**src/hw/rtl/fslf_pkg.sv**
```systemverilog
// Shared types, constants and helpers for the fixed-string line filter.
// No dependencies; the RTL files refer to it by scoped names, the bench files import it.
`default_nettype none

package fslf_pkg;

  localparam int unsigned MaxPattern = 16;
  localparam int unsigned MaxText    = 65536;
  localparam int unsigned PosW       = $clog2(MaxText);
  localparam int unsigned LenW       = PosW + 1;
  localparam int unsigned PlenW      = $clog2(MaxPattern) + 1;
  localparam int unsigned PidxW      = $clog2(MaxPattern);

  localparam int unsigned DataW      = 64;
  localparam int unsigned AddrW      = 6;

  localparam logic [7:0] ChNul       = 8'd0;
  localparam logic [7:0] ChNewline   = 8'd10;
  localparam logic [7:0] ChUpperA    = 8'd65;
  localparam logic [7:0] ChUpperZ    = 8'd90;
  localparam logic [7:0] CaseOffset  = 8'd32;

  typedef enum logic [2:0] {
    RegPatLow  = 3'd0,
    RegPatHigh = 3'd1,
    RegPatLen  = 3'd2,
    RegIgnCase = 3'd3,
    RegInvert  = 3'd4
  } reg_idx_e;

  typedef struct packed {
    logic [MaxPattern-1:0][7:0] pat;
    logic [PlenW-1:0]           plen;     // saturated to MaxPattern
    logic                       ign_case;
    logic                       invert;
  } cfg_t;

  typedef struct packed {
    logic [PosW-1:0] start;
    logic [LenW-1:0] len;
    logic            found;
    logic            done;
    logic            too_big;
  } line_ent_t;

  function automatic logic [7:0] fold_byte(input logic [7:0] c, input logic ign_case);
    logic [7:0] r;
    r = c;
    if (ign_case && (c >= ChUpperA) && (c <= ChUpperZ)) begin
      r = c + CaseOffset;
    end
    return r;
  endfunction

endpackage

`default_nettype wire

```
**src/hw/rtl/fslf_regs.sv**
```systemverilog
// APB-style configuration registers of the line filter.
// Depends on fslf_pkg for register indexes and the cfg_t bundle.
`default_nettype none

module fslf_regs (
  input  wire logic                     clk_i,
  input  wire logic                     rst_ni,
  input  wire logic                     psel,
  input  wire logic                     penable,
  input  wire logic                     pwrite,
  input  wire logic [fslf_pkg::AddrW-1:0] paddr,
  input  wire logic [fslf_pkg::DataW-1:0] pwdata,
  output logic      [fslf_pkg::DataW-1:0] prdata,
  output logic                          pready,
  output fslf_pkg::cfg_t                cfg_o
);

  logic [63:0]                  pat_low_q, pat_low_d;
  logic [63:0]                  pat_high_q, pat_high_d;
  logic [fslf_pkg::PlenW-1:0]   plen_q, plen_d;
  logic                         ign_case_q, ign_case_d;
  logic                         invert_q, invert_d;
  logic                         wr_en;
  fslf_pkg::reg_idx_e           idx;

  assign pready = 1'b1;
  assign wr_en  = psel && penable && pwrite;
  assign idx    = fslf_pkg::reg_idx_e'(paddr[5:3]);

  always_comb begin
    pat_low_d  = pat_low_q;
    pat_high_d = pat_high_q;
    plen_d     = plen_q;
    ign_case_d = ign_case_q;
    invert_d   = invert_q;
    if (wr_en) begin
      case (idx)
        fslf_pkg::RegPatLow:  pat_low_d  = pwdata;
        fslf_pkg::RegPatHigh: pat_high_d = pwdata;
        fslf_pkg::RegPatLen:  plen_d     = pwdata[fslf_pkg::PlenW-1:0];
        fslf_pkg::RegIgnCase: ign_case_d = pwdata[0];
        fslf_pkg::RegInvert:  invert_d   = pwdata[0];
        default: ;
      endcase
    end
  end

  always_ff @(posedge clk_i or negedge rst_ni) begin
    if (!rst_ni) begin
      pat_low_q  <= '0;
      pat_high_q <= '0;
      plen_q     <= '0;
      ign_case_q <= 1'b0;
      invert_q   <= 1'b0;
    end else begin
      pat_low_q  <= pat_low_d;
      pat_high_q <= pat_high_d;
      plen_q     <= plen_d;
      ign_case_q <= ign_case_d;
      invert_q   <= invert_d;
    end
  end

  always_comb begin
    case (idx)
      fslf_pkg::RegPatLow:  prdata = pat_low_q;
      fslf_pkg::RegPatHigh: prdata = pat_high_q;
      fslf_pkg::RegPatLen:  prdata = {{(fslf_pkg::DataW-fslf_pkg::PlenW){1'b0}}, plen_q};
      fslf_pkg::RegIgnCase: prdata = {{(fslf_pkg::DataW-1){1'b0}}, ign_case_q};
      fslf_pkg::RegInvert:  prdata = {{(fslf_pkg::DataW-1){1'b0}}, invert_q};
      default:              prdata = '0;
    endcase
  end

  always_comb begin
    cfg_o.pat      = {pat_high_q, pat_low_q};
    cfg_o.ign_case = ign_case_q;
    cfg_o.invert   = invert_q;
    // saturate the pattern length
    if (plen_q > fslf_pkg::PlenW'(fslf_pkg::MaxPattern)) begin
      cfg_o.plen = fslf_pkg::PlenW'(fslf_pkg::MaxPattern);
    end else begin
      cfg_o.plen = plen_q;
    end
  end

endmodule

`default_nettype wire

```
**src/hw/rtl/fslf_front.sv**
```systemverilog
// Front end: takes text bytes, runs the shift-and match, cuts lines.
// Depends on fslf_pkg; pushes one line entry per line end into the queue.
`default_nettype none

module fslf_front (
  input  wire logic                 clk_i,
  input  wire logic                 rst_ni,
  input  wire fslf_pkg::cfg_t       cfg_i,
  input  wire logic                 byte_valid_i,
  output logic                      byte_ready_o,
  input  wire logic [7:0]           text_byte_i,
  input  wire logic                 buffer_end_i,
  input  wire logic                 q_full_i,
  output logic                      push_o,
  output fslf_pkg::line_ent_t       ent_o
);

  logic [fslf_pkg::MaxPattern-1:0] pmv_q, pmv_d, pmv_eff, pmv_new, eq;
  logic                            found_q, found_d, found_eff, found_new;
  logic [fslf_pkg::PosW-1:0]       start_q, start_d, start_eff;
  logic [fslf_pkg::LenW-1:0]       len_q, len_d, len_eff, len_new;
  logic                            fin_q, fin_d;
  logic                            accept, is_nul, is_nl, forced, done, emit;
  logic [fslf_pkg::LenW-1:0]       pos;
  logic [7:0]                      fb;
  logic [fslf_pkg::PidxW-1:0]      top_idx;
  logic [fslf_pkg::PosW-1:0]       start_next;

  assign byte_ready_o = !q_full_i;
  assign accept       = byte_valid_i && byte_ready_o;
  assign is_nul       = (text_byte_i == fslf_pkg::ChNul);
  assign is_nl        = (text_byte_i == fslf_pkg::ChNewline);

  // a finished text restarts from offset zero on its next byte
  assign pmv_eff   = fin_q ? '0 : pmv_q;
  assign found_eff = fin_q ? 1'b0 : found_q;
  assign start_eff = fin_q ? '0 : start_q;
  assign len_eff   = fin_q ? '0 : len_q;

  assign pos    = {1'b0, start_eff} + len_eff;
  assign forced = pos >= fslf_pkg::LenW'(fslf_pkg::MaxText - 1);
  assign fb     = fslf_pkg::fold_byte(text_byte_i, cfg_i.ign_case);

  always_comb begin
    for (int i = 0; i < fslf_pkg::MaxPattern; i++) begin
      eq[i] = (fslf_pkg::PlenW'(i) < cfg_i.plen) &&
              (fslf_pkg::fold_byte(cfg_i.pat[i], cfg_i.ign_case) == fb);
    end
  end

  assign top_idx = fslf_pkg::PidxW'(cfg_i.plen - fslf_pkg::PlenW'(1));
  assign pmv_new = is_nul ? pmv_eff
                          : ({pmv_eff[fslf_pkg::MaxPattern-2:0], 1'b1} & eq);
  assign found_new = found_eff ||
                     (!is_nul && (cfg_i.plen != '0) && pmv_new[top_idx]);
  assign len_new   = is_nul ? len_eff : len_eff + fslf_pkg::LenW'(1);

  assign done       = is_nul || buffer_end_i || forced;
  assign emit       = done || is_nl;
  assign push_o     = accept && emit;
  assign start_next = fslf_pkg::PosW'({1'b0, start_eff} + len_new);

  always_comb begin
    ent_o.start   = start_eff;
    ent_o.len     = len_new;
    ent_o.found   = (cfg_i.plen == '0) || found_new;
    ent_o.done    = done;
    ent_o.too_big = done && !is_nul;
  end

  always_comb begin
    pmv_d   = pmv_q;
    found_d = found_q;
    start_d = start_q;
    len_d   = len_q;
    fin_d   = fin_q;
    if (accept) begin
      fin_d = 1'b0;
      if (emit) begin
        pmv_d   = '0;
        found_d = 1'b0;
        len_d   = '0;
        fin_d   = done;
        start_d = done ? start_eff : start_next;
      end else begin
        pmv_d   = pmv_new;
        found_d = found_new;
        len_d   = len_new;
        start_d = start_eff;
      end
    end
  end

  always_ff @(posedge clk_i or negedge rst_ni) begin
    if (!rst_ni) begin
      pmv_q   <= '0;
      found_q <= 1'b0;
      start_q <= '0;
      len_q   <= '0;
      fin_q   <= 1'b0;
    end else begin
      pmv_q   <= pmv_d;
      found_q <= found_d;
      start_q <= start_d;
      len_q   <= len_d;
      fin_q   <= fin_d;
    end
  end

  a_too_big_done: assert property (@(posedge clk_i) disable iff (!rst_ni)
    push_o |-> (ent_o.done || !ent_o.too_big))
    else $error("too_big entry without text end");

  a_line_bounded: assert property (@(posedge clk_i) disable iff (!rst_ni)
    !fin_q |-> ({1'b0, start_q} + len_q) < fslf_pkg::LenW'(fslf_pkg::MaxText))
    else $error("line runs past text limit");

  a_emit_clears: assert property (@(posedge clk_i) disable iff (!rst_ni)
    push_o |=> (len_q == '0 && pmv_q == '0 && !found_q))
    else $error("line state not cleared after line end");

endmodule

`default_nettype wire

```
**src/hw/rtl/fslf_queue.sv**
```systemverilog
// Two-entry queue of line entries between front and back end.
// Depends on fslf_pkg for the line_ent_t entry type.
`default_nettype none

module fslf_queue (
  input  wire logic           clk_i,
  input  wire logic           rst_ni,
  input  wire logic           push_i,
  input  wire fslf_pkg::line_ent_t push_ent_i,
  output logic                full_o,
  input  wire logic           pop_i,
  output logic                nempty_o,
  output fslf_pkg::line_ent_t pop_ent_o
);

  localparam int unsigned Depth = 2;
  localparam int unsigned PtrW  = $clog2(Depth);
  localparam int unsigned CntW  = $clog2(Depth + 1);

  fslf_pkg::line_ent_t ents_q [Depth];
  logic [PtrW-1:0]     wr_q, wr_d, rd_q, rd_d;
  logic [CntW-1:0]     cnt_q, cnt_d;
  logic                do_push, do_pop;

  assign full_o    = (cnt_q == CntW'(Depth));
  assign nempty_o  = (cnt_q != '0);
  assign do_push   = push_i && !full_o;
  assign do_pop    = pop_i && nempty_o;
  assign pop_ent_o = ents_q[rd_q];

  always_comb begin
    wr_d  = do_push ? wr_q + PtrW'(1) : wr_q;
    rd_d  = do_pop ? rd_q + PtrW'(1) : rd_q;
    cnt_d = cnt_q;
    if (do_push && !do_pop) begin
      cnt_d = cnt_q + CntW'(1);
    end else if (!do_push && do_pop) begin
      cnt_d = cnt_q - CntW'(1);
    end
  end

  always_ff @(posedge clk_i or negedge rst_ni) begin
    if (!rst_ni) begin
      wr_q  <= '0;
      rd_q  <= '0;
      cnt_q <= '0;
    end else begin
      wr_q  <= wr_d;
      rd_q  <= rd_d;
      cnt_q <= cnt_d;
    end
  end

  always_ff @(posedge clk_i) begin
    if (do_push) begin
      ents_q[wr_q] <= push_ent_i;
    end
  end

  a_cnt_range: assert property (@(posedge clk_i) disable iff (!rst_ni)
    cnt_q <= CntW'(Depth))
    else $error("queue count out of range");

  a_no_overflow: assert property (@(posedge clk_i) disable iff (!rst_ni)
    push_i |-> !full_o)
    else $error("push into full queue");

  a_ptr_track: assert property (@(posedge clk_i) disable iff (!rst_ni)
    (cnt_q == '0 || cnt_q == CntW'(Depth)) |-> (wr_q == rd_q))
    else $error("queue pointers disagree with count");

endmodule

`default_nettype wire

```
**src/hw/rtl/fslf_back.sv**
```systemverilog
// Back end: decides keep, tracks the output offset, holds the result register.
// Depends on fslf_pkg; pops line entries from the queue.
`default_nettype none

module fslf_back (
  input  wire logic                  clk_i,
  input  wire logic                  rst_ni,
  input  wire fslf_pkg::cfg_t        cfg_i,
  input  wire logic                  nempty_i,
  input  wire fslf_pkg::line_ent_t   ent_i,
  output logic                       pop_o,
  output logic                       line_valid_o,
  input  wire logic                  line_ready_i,
  output logic [fslf_pkg::PosW-1:0]  line_start_o,
  output logic [fslf_pkg::LenW-1:0]  line_length_o,
  output logic                       keep_line_o,
  output logic [fslf_pkg::LenW-1:0]  output_offset_o,
  output logic                       text_done_o,
  output logic                       too_big_o
);

  logic                      vld_q, vld_d;
  logic [fslf_pkg::LenW-1:0] kept_q, kept_d;
  logic                      keep;
  logic [fslf_pkg::PosW-1:0] start_q;
  logic [fslf_pkg::LenW-1:0] len_q, offs_q;
  logic                      keep_q, done_q, big_q;

  // take the next entry when the result register is empty or being drained
  assign pop_o = nempty_i && (!vld_q || line_ready_i);
  // short lines are never kept
  assign keep  = (ent_i.len >= fslf_pkg::LenW'(cfg_i.plen)) &&
                 (ent_i.found != cfg_i.invert);

  always_comb begin
    vld_d  = vld_q;
    kept_d = kept_q;
    if (line_ready_i) begin
      vld_d = 1'b0;
    end
    if (pop_o) begin
      vld_d = 1'b1;
      if (ent_i.done) begin
        kept_d = '0;
      end else if (keep) begin
        kept_d = kept_q + ent_i.len;
      end
    end
  end

  always_ff @(posedge clk_i or negedge rst_ni) begin
    if (!rst_ni) begin
      vld_q  <= 1'b0;
      kept_q <= '0;
    end else begin
      vld_q  <= vld_d;
      kept_q <= kept_d;
    end
  end

  always_ff @(posedge clk_i) begin
    if (pop_o) begin
      start_q <= ent_i.start;
      len_q   <= ent_i.len;
      keep_q  <= keep;
      offs_q  <= kept_q;
      done_q  <= ent_i.done;
      big_q   <= ent_i.too_big;
    end
  end

  assign line_valid_o    = vld_q;
  assign line_start_o    = start_q;
  assign line_length_o   = len_q;
  assign keep_line_o     = keep_q;
  assign output_offset_o = offs_q;
  assign text_done_o     = done_q;
  assign too_big_o       = big_q;

  a_keep_len: assert property (@(posedge clk_i) disable iff (!rst_ni)
    (vld_q && keep_q) |-> (len_q >= fslf_pkg::LenW'(cfg_i.plen)))
    else $error("kept line shorter than pattern");

  a_offs_reset: assert property (@(posedge clk_i) disable iff (!rst_ni)
    (pop_o && ent_i.done) |=> (kept_q == '0))
    else $error("kept count not cleared at text end");

  a_no_drop: assert property (@(posedge clk_i) disable iff (!rst_ni)
    pop_o |-> (!vld_q || line_ready_i))
    else $error("result overwritten before taken");

endmodule

`default_nettype wire

```
**src/hw/rtl/fixed_string_line_filter_top.sv**
```systemverilog
// Top level of the fixed-string line filter: registers, front, queue, back.
// Depends on fslf_pkg, fslf_regs, fslf_front, fslf_queue and fslf_back.
//
//   Channel   Dir   Handshake                   Payload
//   text      in    text_valid_i/text_ready_o   text_byte_i, buffer_end_i
//   line      out   line_valid_o/line_ready_i   line_start_o .. too_big_o
//   config    in    psel/penable/pwrite/pready  paddr, pwdata, prdata
//
// One text byte a cycle unless the queue is full; results are queued, then registered.
// The match is a 16-bit shift-and vector updated once per accepted byte.
// Reset is asynchronous and clears all control state; no clearing pass.
// A two-entry line queue parts the byte side from the result register, so
// the text side stalls only when two line results wait behind a stalled output.
`default_nettype none

module fixed_string_line_filter_top (
  input  wire logic                          clk_i,
  input  wire logic                          rst_ni,
  input  wire logic                          psel,
  input  wire logic                          penable,
  input  wire logic                          pwrite,
  input  wire logic [fslf_pkg::AddrW-1:0]    paddr,
  input  wire logic [fslf_pkg::DataW-1:0]    pwdata,
  output logic      [fslf_pkg::DataW-1:0]    prdata,
  output logic                               pready,
  input  wire logic                          text_valid_i,
  output logic                               text_ready_o,
  input  wire logic [7:0]                    text_byte_i,
  input  wire logic                          buffer_end_i,
  output logic                               line_valid_o,
  input  wire logic                          line_ready_i,
  output logic [fslf_pkg::PosW-1:0]          line_start_o,
  output logic [fslf_pkg::LenW-1:0]          line_length_o,
  output logic                               keep_line_o,
  output logic [fslf_pkg::LenW-1:0]          output_offset_o,
  output logic                               text_done_o,
  output logic                               too_big_o
);

  fslf_pkg::cfg_t      cfg;
  fslf_pkg::line_ent_t push_ent, pop_ent;
  logic                push, full, pop, nempty;

  fslf_regs u_regs (
    .clk_i   (clk_i),
    .rst_ni  (rst_ni),
    .psel    (psel),
    .penable (penable),
    .pwrite  (pwrite),
    .paddr   (paddr),
    .pwdata  (pwdata),
    .prdata  (prdata),
    .pready  (pready),
    .cfg_o   (cfg)
  );

  fslf_front u_front (
    .clk_i        (clk_i),
    .rst_ni       (rst_ni),
    .cfg_i        (cfg),
    .byte_valid_i (text_valid_i),
    .byte_ready_o (text_ready_o),
    .text_byte_i  (text_byte_i),
    .buffer_end_i (buffer_end_i),
    .q_full_i     (full),
    .push_o       (push),
    .ent_o        (push_ent)
  );

  fslf_queue u_queue (
    .clk_i      (clk_i),
    .rst_ni     (rst_ni),
    .push_i     (push),
    .push_ent_i (push_ent),
    .full_o     (full),
    .pop_i      (pop),
    .nempty_o   (nempty),
    .pop_ent_o  (pop_ent)
  );

  fslf_back u_back (
    .clk_i           (clk_i),
    .rst_ni          (rst_ni),
    .cfg_i           (cfg),
    .nempty_i        (nempty),
    .ent_i           (pop_ent),
    .pop_o           (pop),
    .line_valid_o    (line_valid_o),
    .line_ready_i    (line_ready_i),
    .line_start_o    (line_start_o),
    .line_length_o   (line_length_o),
    .keep_line_o     (keep_line_o),
    .output_offset_o (output_offset_o),
    .text_done_o     (text_done_o),
    .too_big_o       (too_big_o)
  );

endmodule

`default_nettype wire

```
**config.mk**
```make
export PLATFORM = sky130hd
export DESIGN_NAME = fixed_string_line_filter_top
export DESIGN_NICKNAME = d
export VERILOG_FILES = /design/src/hw/rtl/fslf_pkg.sv /design/src/hw/rtl/fslf_regs.sv /design/src/hw/rtl/fslf_front.sv /design/src/hw/rtl/fslf_queue.sv /design/src/hw/rtl/fslf_back.sv /design/src/hw/rtl/fixed_string_line_filter_top.sv
export SDC_FILE = /design/constraint.sdc
export NUM_CORES = 1
export LEC_CHECK = 0
export BUFFER_PORTS_ARGS = -buffer_cell sky130_fd_sc_hd__buf_2
export CAP_MARGIN = 20
export CORE_MARGIN = 3
export CORE_UTILIZATION = 40
export DETAILED_ROUTE_END_ITERATION = 16
export REMOVE_ABC_BUFFERS = 1
export SLEW_MARGIN = 20
export SYNTH_ARGS = -nofsm -noshare
export SYNTH_HDL_FRONTEND = slang
export SYNTH_SLANG_ARGS = --single-unit
```
**constraint.sdc**
```tcl
create_clock -name clk_i -period 9.4 [get_ports clk_i]
set_input_delay 2.35 -clock clk_i [delete_from_list [all_inputs] [get_ports clk_i]]
set_output_delay 2.35 -clock clk_i [all_outputs]
set_load 0.03 [all_outputs]
```
Yosys cells after proc, flatten, opt, wreduce, memory -nomap -nowiden
Memories as Yosys holds them, arrays and structs flattened.
Cells that the tools add are included.
Widths: inputs -> output; s select.
{"block": "op_classes", "n_lt_le_gt_ge": 54, "n_addsub": 26, "mux": 41, "n_reduce_logical": 88, "n_bitwise": 1, "eq_ne": 23}
{"cell": "$pmux 64 s5", "n": 1}
{"cell": "$add 8x6->8 const B", "n": 17}
{"cell": "$ge 8x7->1 const B", "n": 17}
{"cell": "$le 8x7->1 const B", "n": 17}
{"cell": "$mux 8", "n": 17}
{"cell": "$eq 8x8->1", "n": 16}
{"cell": "$mux 16", "n": 6}
{"cell": "$mux 17", "n": 5}
{"cell": "$logic_and 1x1->1", "n": 63}
{"cell": "$lt 4x5->1 const A", "n": 8}
{"cell": "$lt 3x5->1 const A", "n": 4}
{"cell": "$add 16x17->17", "n": 1}
{"cell": "$add 17x1->17 const B", "n": 1}
{"cell": "$add 17x17->17", "n": 1}
{"cell": "$ge 17x16->1 const B", "n": 1}
{"cell": "$ge 17x5->1", "n": 1}
{"cell": "$add 16x16->16", "n": 1}
{"cell": "$and 16x16->16", "n": 1}
{"cell": "$reduce_and 2->1", "n": 6}
{"cell": "$lt 1x5->1 const A", "n": 2}
{"cell": "$lt 2x5->1 const A", "n": 2}
{"cell": "$eq 8x4->1 const B", "n": 1}
{"cell": "$logic_not 8->1", "n": 1}
{"cell": "$mux 1", "n": 8}
{"cell": "20 further kinds", "n": 35}
{"block": "word_totals", "memories": 1, "elab_cells": 255, "in_bits": 86, "ramBits": 72, "out_inout_bits": 120, "ff_bits": 261}
{"name": "u_queue.ents_q", "words": 2, "word_bits": 36, "read_ports": 1, "rd_ports_with_merged_regs": 0, "write_ports": 1, "line": "fslf_queue.sv:20", "rtl": "fslf_pkg::line_ent_t ents_q [Depth];"}

Depth between registers and ports, before layout
Gate-level depths: netlist of the first run.
{"block": "logic_depth", "depth_word": 13, "mapped_depth": 22, "mapped_depth_nobuf": 16}

By module
From an unflattened synthesis of the first run, not the netlist that was laid out.
{"block": "hier_totals", "cells_unflattened": 1707, "hier_area_um2": 19707.7}
{"module": "fslf_front", "area_per_inst_um2": 7467.2, "n_inst": 1, "cells_each": 951, "seq_area_each_um2": 1276.2}
{"module": "fslf_regs", "area_per_inst_um2": 6089.6, "n_inst": 1, "cells_each": 399, "seq_area_each_um2": 3378.2}
{"module": "fslf_back", "area_per_inst_um2": 3203.1, "n_inst": 1, "cells_each": 226, "seq_area_each_um2": 2042.0}
{"module": "fslf_queue", "area_per_inst_um2": 2947.8, "n_inst": 1, "cells_each": 131, "seq_area_each_um2": 2262.2}

Worst setup path before layout of the first run
Ideal clock, no wire load.
{"block": "synth_path", "path_type": "register -> register", "from": "register u_front.fin_q", "to": "memory u_queue.ents_q[0][0] (netlist bit), enable pin", "synth_period_minus_slack_ps": 6599, "path_buffers": 7, "arrival_ps": 6165, "path_stages_with_launch": 20, "required_time_ps": 8966, "path_slack_ps": 2801, "setup_time_ps": 434, "cell_sequence": "dfrtp_1 > buf_2 > buf_1 > buf_1 > buf_2 > buf_2 > clkbuf_1 > nor2b_1 > ha_1 > clkbuf_1 > a211oi_1 > o21bai_1 > a22o_1 > a211o_1 > a2111oi_1 > nand4_1 > nor4_4 > a21oi_1 > a21oi_1 > nor2b_1"}
{"element": "from (decl)", "line": "fslf_front.sv:22", "rtl": "logic fin_q, fin_d;"}
{"element": "from (signal assigned)", "line": "fslf_front.sv:106", "rtl": "fin_q <= fin_d;"}
{"element": "to (decl)", "line": "fslf_queue.sv:20"}

Worst setup path after layout of the first run
{"block": "layout_path", "from": "input paddr[3] (netlist bit)", "to": "output prdata[54] (netlist bit)"}
{"block": "layout_via", "elab_chain_len": 2, "word_cells_on_any_way": 6, "cone_classes": "4 x eq/ne; 1 x mux; 1 x reduce/logical"}
{"element": "from (decl)", "line": "fixed_string_line_filter_top.sv:22", "rtl": "input wire logic [fslf_pkg::AddrW-1:0] paddr,"}
{"element": "$eq 3x3->1, or another cell as far along", "line": "fslf_regs.sv:65", "rtl": "case (idx)"}
{"element": "$pmux 64 s5 *", "line": "fslf_regs.sv:65"}
{"element": "to (decl)", "line": "fixed_string_line_filter_top.sv:24", "rtl": "output logic [fslf_pkg::DataW-1:0] prdata,"}
Every way passes the cells marked *; elsewhere a longest branch is shown, timed or not.

==> summary.md, run 1 <==
| Metric | Value |
|---|---|
| Status | completed |
| Final wirelength | 55.94 mm |
| Minimum clock period | about 6.6 ns |
| CTS Buf Count | 40 |
| Crit Path Class | in2out |
| Reg2reg start | u_front.fin_q |
| CP startpoint | paddr[3] |
| Final Max Tran Viols | 0 |
| Grt ovf | 0 |
| Core ar. | just under 0.05 sq mm |
| CTS tree | built |
| Worst-Skew Late Latency | approximately 0.55 ns |
| Post-synth top flop | dfrtp_1 |
| Setup TNS | 0 ns |
| Synth Warn # | 0 |
| Rel. slew slack | between 20 and 30% |
| Multi-input logic area | roughly 0.010 sq mm |
| Tot GR Track Use | a little over a fifth |
| NumNets Final | 2126 |
| Netlist Area Pre-Place | 0.01964 sq mm |
| CTS Sinks | between 300 and 400 |
| Critical Path Slowest Stage Cell | buf_4 |
| Ys async rst share | between 60% and 70% |
| Initial Utilization | between 40% and 50% |
| Vias per cell | around 5.7 |
| Die area | ~0.052 sq mm |
| Layout cells sized above 1 | a little under a quarter |
| Residual DRC | 0 |
| Final clock skew | around 0.019 ns |
| DR iter-0 viols | 1035 |
| Leak pwr | between 9 and 10 nW |
| Worst slew pin tran | between 1 and 1.5 ns |
| Final setup viols | 0 |
| Clock Tree Root | clkbuf_16 |
| Synth top area share | 26.50% |
| Critical path's most frequent cell | buf_2 |
| Hold Crit Start | u_front.start_q[9] |
| RSZ-0062 raised after global routing | false |
| Data arrival, critical path | around 4.3 ns |
| Setup crit end kind | output port |
| Hold Buf Count CTS | 0 |
| Synthesized flop and latch total | 333 |
| Pin count of the biggest net entering global routing | 76 |
| Initial antenna violation count | 3 |
| Sequential fraction of the synthesis area | 45.61% |
| Class of the tightest hold or removal check | reg2reg |
| Die W | between 200 and 250 um |
| Cell Pwr Density | 251.7 mW/mm^2 |
| Remaining antenna violation count | 0 |
| I/O pin total | ~210 |
| Post-CTS Setup Bufs | 0 |
| Final instance area | 0.02260 sq mm |
| Fillers | roughly 4500 |
| Worst VDD drop | about 0.18 mV |
| Max Fanout on Critical Path | 60 |
| Reg clk slew, reported paths | 0.06 ns |
| Placed cell areas | ~0.021 sq mm |
| Critical Path RT | ~7 ns |
| Final hold violation count | 0 |
| Synthesis-to-layout area growth | 15.05% |
| Max stage delay on crit path | between 0.6 and 0.7 ns |
| Sequential cell area | between 0.008 and 0.009 sq mm |
| Post-synth EDFFs | 125 |
| PortBufs | 201 |
| Worst path cell trace | buf_2 -> nor2b_1 -> nor2b_4 -> buf_4 -> a22o_1 -> buf_2 |
| Die span in y | between 200 and 250 um |
| Clk buf depth | 3 |
| CP Launch Type | input port |
| Vias | between 15000 and 20000 |
| Syn_area_per_cell | around 11 sq um |
| First-pass GRT wire length | about 87 mm |
| Yosys cell types | 100 |
| Dpl hpwl | between 30 and 40 mm |
| Placer Congestion | between 0.9 and 1 |
| Yosys top cell by area | dfrtp_1 |
| Number of global-route vias before repair | approximately 15000 |
| Synth Instances | 1819 |
| Top area cells in the synthesized netlist | dfrtp_1 27%, edfxtp_1 19%, mux2_2 8.6%, xnor2_1 5.4%, a22o_1 4.2% |
| H-tree Lvls | 2 |
| Maximum clock frequency | 0.1515 GHz |
| Fin crit share | roughly 70% |
| Max-cap check violation count | 0 |
| DR WL/cell | 20.97 um |
| Post-cts resize count | 0 |
| Initial DRT Pass Iterations | 5 |
| Core Rows | 80 |
## cells in the mapped netlist (all sizes together) (6+ instances only)
master and instances:
nor3 44, o21a 8, nand4 26, nor3b 6
a22o 94, nand2b 11, a21o 25, o22ai 9
nand3 27, clkbuf 62, a31oi 25, xor2 65
mux2i 17, nand2 118, and3 9, o211ai 6
and2 12, o2bb2ai 7, or4 11, o21ai 66
inv 49, o31ai 12, a211oi 16, dfrtp 208
mux2 150, nand4b 7, a2111oi 9, nor2b 41
ha 58, o41ai 10, xnor2 123, a21oi 79
buf 41, a32o 6, a2bb2oi 12, nor2 101
edfxtp 125, a41oi 8, nor4 29
## logic make-up (layout without fill, tap and decap cells)
kind of cell | Yosys count | in the layout | synth area share (%)
AO/OA/AOI/OAI | 445 | 445 | 16.59
XOR/XNOR | 189 | 189 | 8.613
adder cells (fa/ha/maj) | 64 | 64 | 4.058
buffers and inverters | 153 | 344 | 3.293
flip-flops | 333 | 333 | 45.61
multiplexers | 167 | 167 | 9.466
other | 1 | 2 | 0.01909
AND/OR/NAND/NOR | 467 | 467 | 12.35
## through the flow
| step | cells | worst slack (ns) | total power, mW | util [%] | hold slack, ns |
|---|---|---|---|---|---|
| floorplan | 1716 | 1.004 | 3.469 | - | 0.4421 |
| global placement | 2595 | 2.884 | 4.009 | 44.04 | 0.4637 |
| detailed placement | 2595 | 2.871 | 4.061 | 44.04 | 0.4660 |
| CTS | 2666 | 2.854 | 5.734 | 46.93 | 0.4825 |
| global route | 2666 | 2.740 | 6.016 | 46.93 | 0.4962 |
| finish | 2667 | 2.799 | 5.688 | 46.94 | 0.4811 |
## routing by layer
metal	track usage [%]	vias up	part of all wire, %
li1	-	7133	-
met3	3.649	113	5.2
met4	7.328	4	3.0
met2	36.77	425	49
met1	27.31	7639	42
met5	0	-	0.036
## sequential cells by signal, summed over array words and instances (netlist names)
register and flops:
u_back.line_length_o 17, u_back.line_start_o 16, u_queue.cnt_q 2, u_regs.pat_high_q 64, u_regs.invert_q 1, u_regs.ign_case_q 1
u_back.line_valid_o 1, u_regs.pat_low_q 64, u_back.keep_line_o 1, u_front.fin_q 1, u_regs.plen_q 5, u_queue.wr_q 1
u_queue.rd_q 1, u_front.pmv_q 16, u_front.found_q 1, u_queue.ents_q 72, u_back.output_offset_o 17, u_front.len_q 17
u_front.start_q 16, u_back.too_big_o 1, u_back.text_done_o 1, u_back.kept_q 17
## power by group
part / switching, mW / total, mW / internal (mW)
Combinational: 1.14 / 1.84 / 0.698
Sequential: 0.307 / 2.19 / 1.89
Clock: 0.628 / 1.65 / 1.02
Total: 2.08 / 5.69 / 3.61
## cell usage in the layout, fill, tap and decap left out, types with 8 or more instances in the layout
| cell | instances |
|---|---|
| a211oi_1 | 14 |
| a21o_1 | 25 |
| a21oi_1 | 78 |
| a22o_1 | 94 |
| a2bb2oi_1 | 12 |
| a31oi_1 | 25 |
| and2_1 | 9 |
| and3_1 | 9 |
| buf_2 | 200 |
| buf_4 | 22 |
| clkbuf_1 | 8 |
| clkbuf_16 | 41 |
| dfrtp_1 | 207 |
| edfxtp_1 | 125 |
| ha_1 | 58 |
| inv_1 | 46 |
| mux2_2 | 150 |
| mux2i_1 | 17 |
| nand2_1 | 118 |
| nand2b_1 | 11 |
| nand3_1 | 26 |
| nand4_1 | 26 |
| nor2_1 | 99 |
| nor2b_1 | 39 |
| nor3_1 | 42 |
| nor4_1 | 26 |
| o21ai_0 | 55 |
| o21ai_1 | 10 |
| o22ai_1 | 9 |
| o31ai_1 | 12 |
| o41ai_1 | 10 |
| or4_1 | 10 |
| xnor2_1 | 121 |
| xor2_1 | 64 |
## cell type report
type,count,area share [%]
multi-input combinational,1333,44.50
sequential,333,39.65
timing repair buffer,223,5.221
clock buffer,53,4.917
tap,656,3.632
clock inverter,18,1.235
inverter,50,0.8361
antenna,1,0.01107
## worst max-delay path: cells and delay by family
family | cells | cell delay, ns
buffers and inverters | 3 | 1.06
and+or+nand+nor | 2 | 0.42
AOI/OAI and AO/OA | 1 | 0.31
## worst paths after layout
path                       cells after the start  slack, ns                     to
hold reg to reg                                1       0.48     u_front.start_q[9]
setup reg to reg                              14       3.70  u_queue.ents_q[0][29]
max in group asynchronous                      2       6.08          u_front.fin_q
setup / recovery                               6       2.80             prdata[54]
min in group asynchronous                      1       1.81   u_regs.pat_low_q[33]
hold / removal                                 1       0.48     u_front.start_q[9]
No activity file was read; power rests on OpenSTA's default activity.
==> run 2, diff against run 1 <==
ABC_AREA = 1   (was default)
clock period = 6.1 ns   (was 9.4 ns; I/O delays follow)
==> run 2 against run 1 <==
Effect of this change: hold slack worse by 0.0093 ns; sequential cell count stayed put; area after synthesis is 5.0% higher; clock skew is 0.00070 ns lower; critical path depth is 3 higher.
==> summary.md, run 2 <==
| Metric | Value |
|---|---|
| Status | completed (unchanged) |
| Max Fanout on Critical Path | 9 (was 60) |
| Worst slew pin tran | 1.059 ns (was 1.084 ns) |
| Netlist Area Pre-Place | 0.02062 sq mm (was 0.01964 sq mm) |
| CTS Sinks | 333 (unchanged) |
| Reg clk slew, reported paths | 0.06 ns (about the same) |
| Setup crit end kind | output port (unchanged) |
| Seq pwr share | 38.7% (was 38.6%) |
| Vias per cell | 5.241 (was 5.742) |
| Largest regs | u_queue.ents_q: 72 flops, u_regs.pat_high_q: 64 flops, u_regs.pat_low_q: 64 flops (unchanged) |
| Final hold violation count | 0 (unchanged) |
| First-pass GRT wire length | 100.6 mm (was 87.08 mm) |
| Yosys cell types | 57 (was 100) |
| Grt ovf | 0 (unchanged) |
| Synth top area share | 25.25% (was 26.50%) |
| Final instance area | 0.02372 sq mm (was 0.02260 sq mm) |
| Post-CTS Setup Bufs | 0 (unchanged) |
| Pin count of the biggest net entering global routing | 129 (was 76) |
| Clock Tree Root | clkbuf_16 (unchanged) |
| PortBufs | 201 (unchanged) |
| Post-cts resize count | 0 (unchanged) |
| Largest register FFs | 72 (unchanged) |
| Die W | 233.0 um (was 227.6 um) |
| Post-synth EDFFs | 125 (unchanged) |
| Hold Buf Count CTS | 0 (unchanged) |
| Syn_area_per_cell | 7.408 sq um (was 10.80 sq um) |
| Ys async rst share | 62.46% (unchanged) |
| Core ar. | 0.05058 sq mm (was 0.04815 sq mm) |
| NumNets Final | 3110 (was 2126) |
| Class of the tightest hold or removal check | reg2reg (unchanged) |
| Switching Fraction | 38.98% (was 36.55%) |
| Final Max Tran Viols | 0 (unchanged) |
| Tot GR Track Use | 23.78% (was 21.37%) |
| Dpl cells | 3595 (was 2595) |
| Final clock skew | 0.01793 ns (was 0.01863 ns) |
| Die area | 0.05430 sq mm (was 0.05180 sq mm) |
| Max stage delay on crit path | 0.45 ns (was 0.62 ns) |
| Maximum clock frequency | 0.2118 GHz |
| Fillers | 5004 (was 4505) |
| Critical Path RT | 4.58 ns (was 7.05 ns) |
| Final wirelength | 64.82 mm (was 55.94 mm) |
| Cell Int Power | 5.133 mW (was 3.609 mW) |
| NetSw | 3.278 mW (was 2.079 mW) |
| RSZ-0062 raised after global routing | false (unchanged) |
| Vias | 19230 (was 15310) |
| Synth cell count leaders | 862 x nand2_1, 358 x inv_1, 251 x nor2_1 (was 208 x dfrtp_1, 150 x mux2_2, 125 x edfxtp_1) |
| R2R Setup Slk | 1.82 ns (was 3.70 ns) |
| Worst path cell trace | buf_2 -> nor2_1 -> buf_4 -> nand2_1 -> inv_1 -> buf_4 -> nand2_1 -> nand3_1 -> buf_2 (was buf_2 -> nor2b_1 -> nor2b_4 -> buf_4 -> a22o_1 -> buf_2) |
| Synthesized flop and latch total | 333 (unchanged) |
| DR iter-0 viols | 1521 (was 1035) |
| Dpl hpwl | 47.23 mm (was 38.82 mm) |
| Leak pwr | 11.82 nW (was 9.410 nW) |
| Post-synth top flop | dfrtp_1 (unchanged) |
| CP Launch Type | input port (unchanged) |
| Fin crit share | between 70% and 80% |
| WHS Path Cells | 1 (unchanged) |
| Die span in y | 233.0 um (was 227.6 um) |
| Placer Congestion | 0.9364 (was 0.9097) |
| Layout Cells excl Fill | 3668 (was 2667) |
| Commonest non-fill, non-tap cells in the layout | 860 x nand2_1, 358 x inv_1, 249 x nor2_1, 246 x o21ai_0, 208 x dfrtp_1 (was 207 x dfrtp_1, 200 x buf_2, 150 x mux2_2, 125 x edfxtp_1, 121 x xnor2_1) |
| Residual DRC | 0 (unchanged) |
| DR WL/cell | 17.67 um (was 20.97 um) |
| Data arrival, critical path | 3.20 ns (was 4.25 ns) |
| Commonest non-fill, non-tap cell in the layout | nand2_1 (was dfrtp_1) |
| Hold Crit Start | u_queue.cnt_q[0] (was u_front.start_q[9]) |
| Count leader, synth | nand2_1 (was dfrtp_1) |
| Synthesis-to-layout area growth | 15.04% (was 15.05%) |
| Yosys top cell by area | dfrtp_1 (unchanged) |
| Clk buf depth | 3 (unchanged) |
| Critical Path Slowest Stage Cell | inv_1 (was buf_4) |
| Rel. slew slack | 29.42% (was 27.72%) |
| Cell Pwr Density | 354.6 mW/mm^2 (was 251.7 mW/mm^2) |
| Reg2Reg Capture Point | u_queue.ents_q[0][21] (was u_queue.ents_q[0][29]) |
| Synth Instances | 2783 (was 1819) |
| Util after Layout | 46.89% (was 46.94%) |
| Layout cells sized above 1 | 12.52% (was 23.58%) |
| Remaining antenna violation count | 0 (unchanged) |
| Sequential fraction of the synthesis area | 43.45% (was 45.61%) |
| I/O pin total | 206 (unchanged) |
| Initial antenna violation count | 3 (unchanged) |
| Minimum clock period | 4.720 ns |
| Synth Warn # | 0 (unchanged) |
| Cells on worst reg2reg path | 20 (was 14) |
| Placed cell areas | 0.02239 sq mm (was 0.02120 sq mm) |
| Top area cells in the synthesized netlist | dfrtp_1 25%, edfxtp_1 18%, nand2_1 16%, inv_1 6.5%, o21ai_0 6.0% (was dfrtp_1 27%, edfxtp_1 19%, mux2_2 8.6%, xnor2_1 5.4%, a22o_1 4.2%) |
| Final setup viols | 0 (unchanged) |
| Clock power share | 28.2% (was 29.0%) |
| Critical Path End | prdata[4] (was prdata[54]) |
| CTS Buf Count | 39 (was 40) |
| H-tree Lvls | 2 (unchanged) |
| Initial Utilization | 40.76% (was 40.80%) |
| Reg2reg start | u_front.fin_q (unchanged) |
| CTS tree | built (unchanged) |
| Most flops, register | u_queue.ents_q (unchanged) |
| Max-cap check violation count | 0 (unchanged) |
| Crit Path Class | in2out (unchanged) |
| CP startpoint | paddr[4] (was paddr[3]) |
| Core Rows | 82 (was 80) |
| Worst VDD drop | 0.1906 mV (was 0.1759 mV) |
| Worst-Skew Late Latency | 0.58 ns (was 0.55 ns) |
| Combinational power share | 33.2% (was 32.4%) |
| Number of global-route vias before repair | 18220 (was 15300) |
| Initial DRT Pass Iterations | 5 (unchanged) |
run 2: kinds of logic (layout without fill, tap and decap cells):
group	count (synthesis)	count (layout)	share of synthesized area (%)
xor gates and xnor gates	80	80	3.398
adders and majority gates	59	59	3.617
DFF	333	333	43.45
other	1	2	0.01819
AOI/OAI and AO/OA	385	385	10.18
buffers and inverters	465	677	8.909
and+or+nand+nor	1432	1432	28.90
muxes	28	28	1.523
run 2: layout make-up:
class | instances | area (sq um) | share of cell area, %
diodes | 1 | 2.502 | 0.01055
clock buffers | 52 | 1095 | 4.616
clock inverters | 19 | 214.0 | 0.9020
inverters | 366 | 1379 | 5.813
multi-input cells | 1985 | 9877 | 41.64
flip-flops and latches | 333 | 8959 | 37.77
well taps | 672 | 840.8 | 3.545
repair buffers | 240 | 1353 | 5.702
run 2: per-stage QoR:
stage	setup TNS [ns]	setup slack, ns	total power, mW	hold slack, ns
global route	0	1.353	8.961	0.4910
detailed placement	0	1.123	6.089	0.4628
CTS	0	1.238	8.501	0.4764
finish	0	1.380	8.411	0.4718
global placement	0	1.151	6.026	0.4612
floorplan	-0.05811	-0.05811	5.157	0.4443
run 2: worst min-delay path by stage:
stage / slack, ns / end
after detailed placement: 0.46 / u_queue.cnt_q[0]
after floorplan: 0.44 / u_back.output_offset_o[0]
final: 0.47 / u_queue.cnt_q[0]
after global placement: 0.46 / u_queue.cnt_q[0]
after CTS: 0.48 / u_queue.cnt_q[0]
after global routing: 0.49 / u_queue.cnt_q[0]
run 2: metal layers:
metal | part of all wire, % | vias to the layer above | global-route usage [%]
li1 | - | 9383 | -
met1 | 43 | 9069 | 31.09
met2 | 47 | 629 | 39.63
met3 | 6.5 | 140 | 3.771
met4 | 3.8 | 4 | 9.045
met5 | 0.052 | - | 0
run 2: power groups by stage:
stage / Clock, mW / Sequential (mW) / Combinational (mW)
floorplan: 0 / 3.63 / 1.53
global placement: 0 / 3.28 / 2.75
detailed placement: 0 / 3.29 / 2.80
CTS: 2.44 / 3.25 / 2.81
global route: 2.53 / 3.31 / 3.13
finish: 2.37 / 3.25 / 2.79
run 2: worst max-delay path, delay by kind of cell:
kind | cells | cell delay (ns)
buffers and inverters | 5 | 1.26
and+or+nand+nor | 4 | 0.38
==> run 3, diff against run 2 <==
ABC_AREA = 0   (was 1)
clock period = 3.8 ns   (was 6.1 ns; I/O delays follow)
==> run 3 against run 2 <==
Effect of this change: the flow now finishes with violations (negative setup slack); global-route usage down 0.56 points; first-iteration DRC count is 25% lower; die area is 4.6% lower; via count fell by 15%; sequential cell count did not move; critical path depth is 10 higher; largest power group is now combinational cells.
==> summary.md, run 3 (synthesis gave the netlist of run 1 again) <==
| Metric | Value |
|---|---|
| WL met1 | 25.32 mm (was 27.91 mm) |
| Combinational power share | 37.4% (was 33.2%) |
| Maximum clock frequency | 0.2570 GHz |
| Highest metal used | met5 (unchanged) |
| Final wirelength | 61.62 mm (was 64.82 mm) |
| NumNets Final | 2359 (was 3110) |
| DR WL met2 | 30.70 mm (was 30.18 mm) |
| CP startpoint | u_front.fin_q (was paddr[4]) |
| Placer Congestion | 0.9211 (was 0.9364) |
| Reg2Reg Capture Point | u_queue.cnt_q[1] (was u_queue.ents_q[0][21]) |
| Max Fanout on Critical Path | 7 (was 9) |
| Initial antenna violation count | 6 (was 3) |
| CP Launch Type | register (was input port) |
| H-tree Lvls | 2 (unchanged) |
| Final instance area | 0.02525 sq mm (was 0.02372 sq mm) |
| Reg clk slew, reported paths | 0.06 ns (about the same) |
| Crit Path Class | reg2reg (was in2out) |
| R2R Setup Slk | -0.09 ns (was 1.82 ns) |
| Critical Path Slowest Stage Cell | dfrtp_2 (was inv_1) |
| PnR Total Power | 14.67 mW (was 8.411 mW) |
| Setup crit end kind | register (was output port) |
| Final setup viols | 84 (was 0) |
| Fin crit share | 102.4% |
| Seq pwr share | 36.5% (was 38.7%) |
| Switching Fraction | 36.94% (was 38.98%) |
| CTS Buf Count | 38 (was 39) |
| Clock Tree Root | clkbuf_16 (unchanged) |
| I/O pin total | 206 (unchanged) |
| First-pass GRT wire length | 93.64 mm (was 100.6 mm) |
| Fillers | 4262 (was 5004) |
| Critical Path End | u_queue.cnt_q[1] (was prdata[4]) |
| Cell Int Power | 9.249 mW (was 5.133 mW) |
| Grt ovf | 0 (unchanged) |
| Failing checks | negative setup slack |
| Cells on worst reg2reg path | 19 (was 20) |
| PortBufs | 201 (unchanged) |
| Worst path cell trace | buf_12 -> buf_8 -> nor2b_4 -> ha_4 -> o21a_1 -> a2bb2oi_2 -> a311o_1 -> buf_4 -> a21o_1 -> a21oi_2 -> nand4b_1 -> buf_4 -> a21oi_4 -> a21oi_2 -> buf_4 -> ha_4 -> xor2_2 -> nor2_2 -> xor2_1 (was buf_2 -> nor2_1 -> buf_4 -> nand2_1 -> inv_1 -> buf_4 -> nand2_1 -> nand3_1 -> buf_2) |
| Final Max Tran Viols | 0 (unchanged) |
| Largest regs | u_queue.ents_q: 72 flops, u_regs.pat_high_q: 64 flops, u_regs.pat_low_q: 64 flops (unchanged) |
| Max-cap check violation count | 0 (unchanged) |
| Final hold violation count | 0 (unchanged) |
| Largest register FFs | 72 (unchanged) |
| Worst slew pin tran | 0.7374 ns (was 1.059 ns) |
| Status | finished with violations (was completed) |
| Synthesis-to-layout area growth | 28.57% (was 15.04%) |
| Metal3 WL | 3.311 mm (was 4.205 mm) |
| Rel. slew slack | 50.84% (was 29.42%) |
| NetSw | 5.418 mW (was 3.278 mW) |
| DR WL/cell | 21.21 um (was 17.67 um) |
| Initial Utilization | 40.80% (was 40.76%) |
| Number of global-route vias before repair | 16450 (was 18220) |
| CTS Sinks | 333 (unchanged) |
| CP Buf/Inv Count | 5 (unchanged) |
| Data arrival, critical path | 4.37 ns (was 3.20 ns) |
| Kind of cell adding the most delay to the critical path | compound AO/OA/AOI/OAI gates (was buffers and inverters) |
| Worst-Skew Late Latency | 0.56 ns (was 0.58 ns) |
| Worst VDD drop | 0.3366 mV (was 0.1906 mV) |
| Placed cell areas | 0.02285 sq mm (was 0.02239 sq mm) |
| Clk buf depth | 3 (unchanged) |
| Initial DRT Pass Iterations | 7 (was 5) |
| Commonest non-fill, non-tap cells in the layout | 216 x buf_4, 206 x dfrtp_1, 200 x buf_2, 150 x mux2_2, 125 x edfxtp_1 (was 860 x nand2_1, 358 x inv_1, 249 x nor2_1, 246 x o21ai_0, 208 x dfrtp_1) |
| Core ar. | 0.04815 sq mm (was 0.05058 sq mm) |
| Vias | 16410 (was 19230) |
| Pin count of the biggest net entering global routing | 80 (was 129) |
| Max stage delay on crit path | 0.44 ns (was 0.45 ns) |
| Remaining antenna violation count | 0 (unchanged) |
| Final WS setup | -0.09179 ns (was 1.380 ns) |
| CP Depth | 19 (was 9) |
| Most flops, register | u_queue.ents_q (unchanged) |
| Critical Path RT | 4.28 ns (was 4.58 ns) |
| Multi-input logic area | 0.01056 sq mm (was 0.009877 sq mm) |
| Tot GR Track Use | 23.22% (was 23.78%) |
| Die W | 227.6 um (was 233.0 um) |
| Layout cells sized above 1 | 35.20% (was 12.52%) |
| Cell Pwr Density | 580.8 mW/mm^2 (was 354.6 mW/mm^2) |
| DR iter-0 viols | 1141 (was 1521) |
| Vias per cell | 5.648 (was 5.241) |
| Commonest non-fill, non-tap cell in the layout | buf_4 (was nand2_1) |
| Die area | 0.05180 sq mm (was 0.05430 sq mm) |
| Reg2reg start | u_front.fin_q (unchanged) |
| Final clock skew | 0.01012 ns (was 0.01793 ns) |
| Leak pwr | 10.75 nW (was 11.82 nW) |
| Sequential cell area | 0.008961 sq mm (was 0.008959 sq mm) |
| Critical path's most frequent cell | buf_4 |
| Dpl hpwl | 43.83 mm (was 47.23 mm) |
| Minimum clock period | 3.892 ns |
| Core Rows | 80 (was 82) |
| RSZ-0062 raised after global routing | true (was false) |
| Die span in y | 227.6 um (was 233.0 um) |
| Residual DRC | 0 (unchanged) |
| Clock power share | 26.1% (was 28.2%) |
| Class of the tightest hold or removal check | in2async (was reg2reg) |
| CTS tree | built (unchanged) |
run 3: stage by stage:
step	setup TNS, ns	std cells	setup WS, ns	hold WS [ns]	utilization [%]
after global routing	-18.05	2902	-0.2496	0.4666	52.43
final	-3.029	2905	-0.09179	0.4346	52.45
after global placement	-36.14	2792	-0.5850	0.4649	47.45
after detailed placement	-38.82	2792	-0.6009	0.4675	47.45
after CTS	-5.965	2885	-0.1194	0.4495	51.36
after floorplan	-588.18	1716	-2.659	0.4421	-
run 3: worst reg2reg max path: cells and delay by family (launching register included):
kind,cells,cell delay [ns]
flip-flops,1,0.44
AND/OR/NAND/NOR,3,0.50
XOR/XNOR,2,0.31
buffers and inverters,5,0.81
adder cells (fa/ha/maj),2,0.39
AO/OA/AOI/OAI,7,1.37
run 3: cell type report:
type / count / area share (%)
multi-input combinational: 1333 / 41.81
sequential: 333 / 35.49
timing repair buffer: 458 / 13.50
clock buffer: 50 / 4.316
tap: 656 / 3.250
clock inverter: 20 / 0.8472
inverter: 50 / 0.7432
antenna: 5 / 0.04955
run 3: repair_timing:
item | in CTS | in global routing
setup buffers | 18 | 10
hold buffers | 0 | 0
cloned | 6 | 7
setup endpoints to repair | 122 | 128
resized for setup | 74 | 62
pin swaps | 10 | 32
run 3: worst min path at each step:
stage,startpoint,to,slack [ns],cells past startpoint
after detailed placement,u_back.kept_q[3],u_back.output_offset_o[3],0.47,0
after CTS,rst_ni,u_regs.pat_low_q[33],0.45,1
after global routing,rst_ni,u_regs.pat_low_q[33],0.47,1
final,rst_ni,u_regs.pat_low_q[33],0.43,1
after global placement,u_front.start_q[9],u_front.start_q[9],0.46,1
after floorplan,u_back.kept_q[16],u_back.output_offset_o[16],0.44,0
run 3: power groups by stage:
| stage | clock (mW) | combinational [mW] | sequential (mW) |
|---|---|---|---|
| 6_report | 3.83 | 5.49 | 5.35 |
| 5_1_grt | 4.07 | 5.96 | 5.46 |
| 4_1_cts | 3.92 | 5.33 | 5.34 |
| 3_5_place_dp | 0 | 5.05 | 5.41 |
| 3_3_place_gp | 0 | 4.93 | 5.37 |
| 2_1_floorplan | 0 | 2.72 | 5.86 |
run 3: layer usage:
layer	vias up	track usage, %
li1	7627	-
met1	8164	28.75
met2	482	40.53
met3	130	4.629
met4	4	7.976
met5	-	0
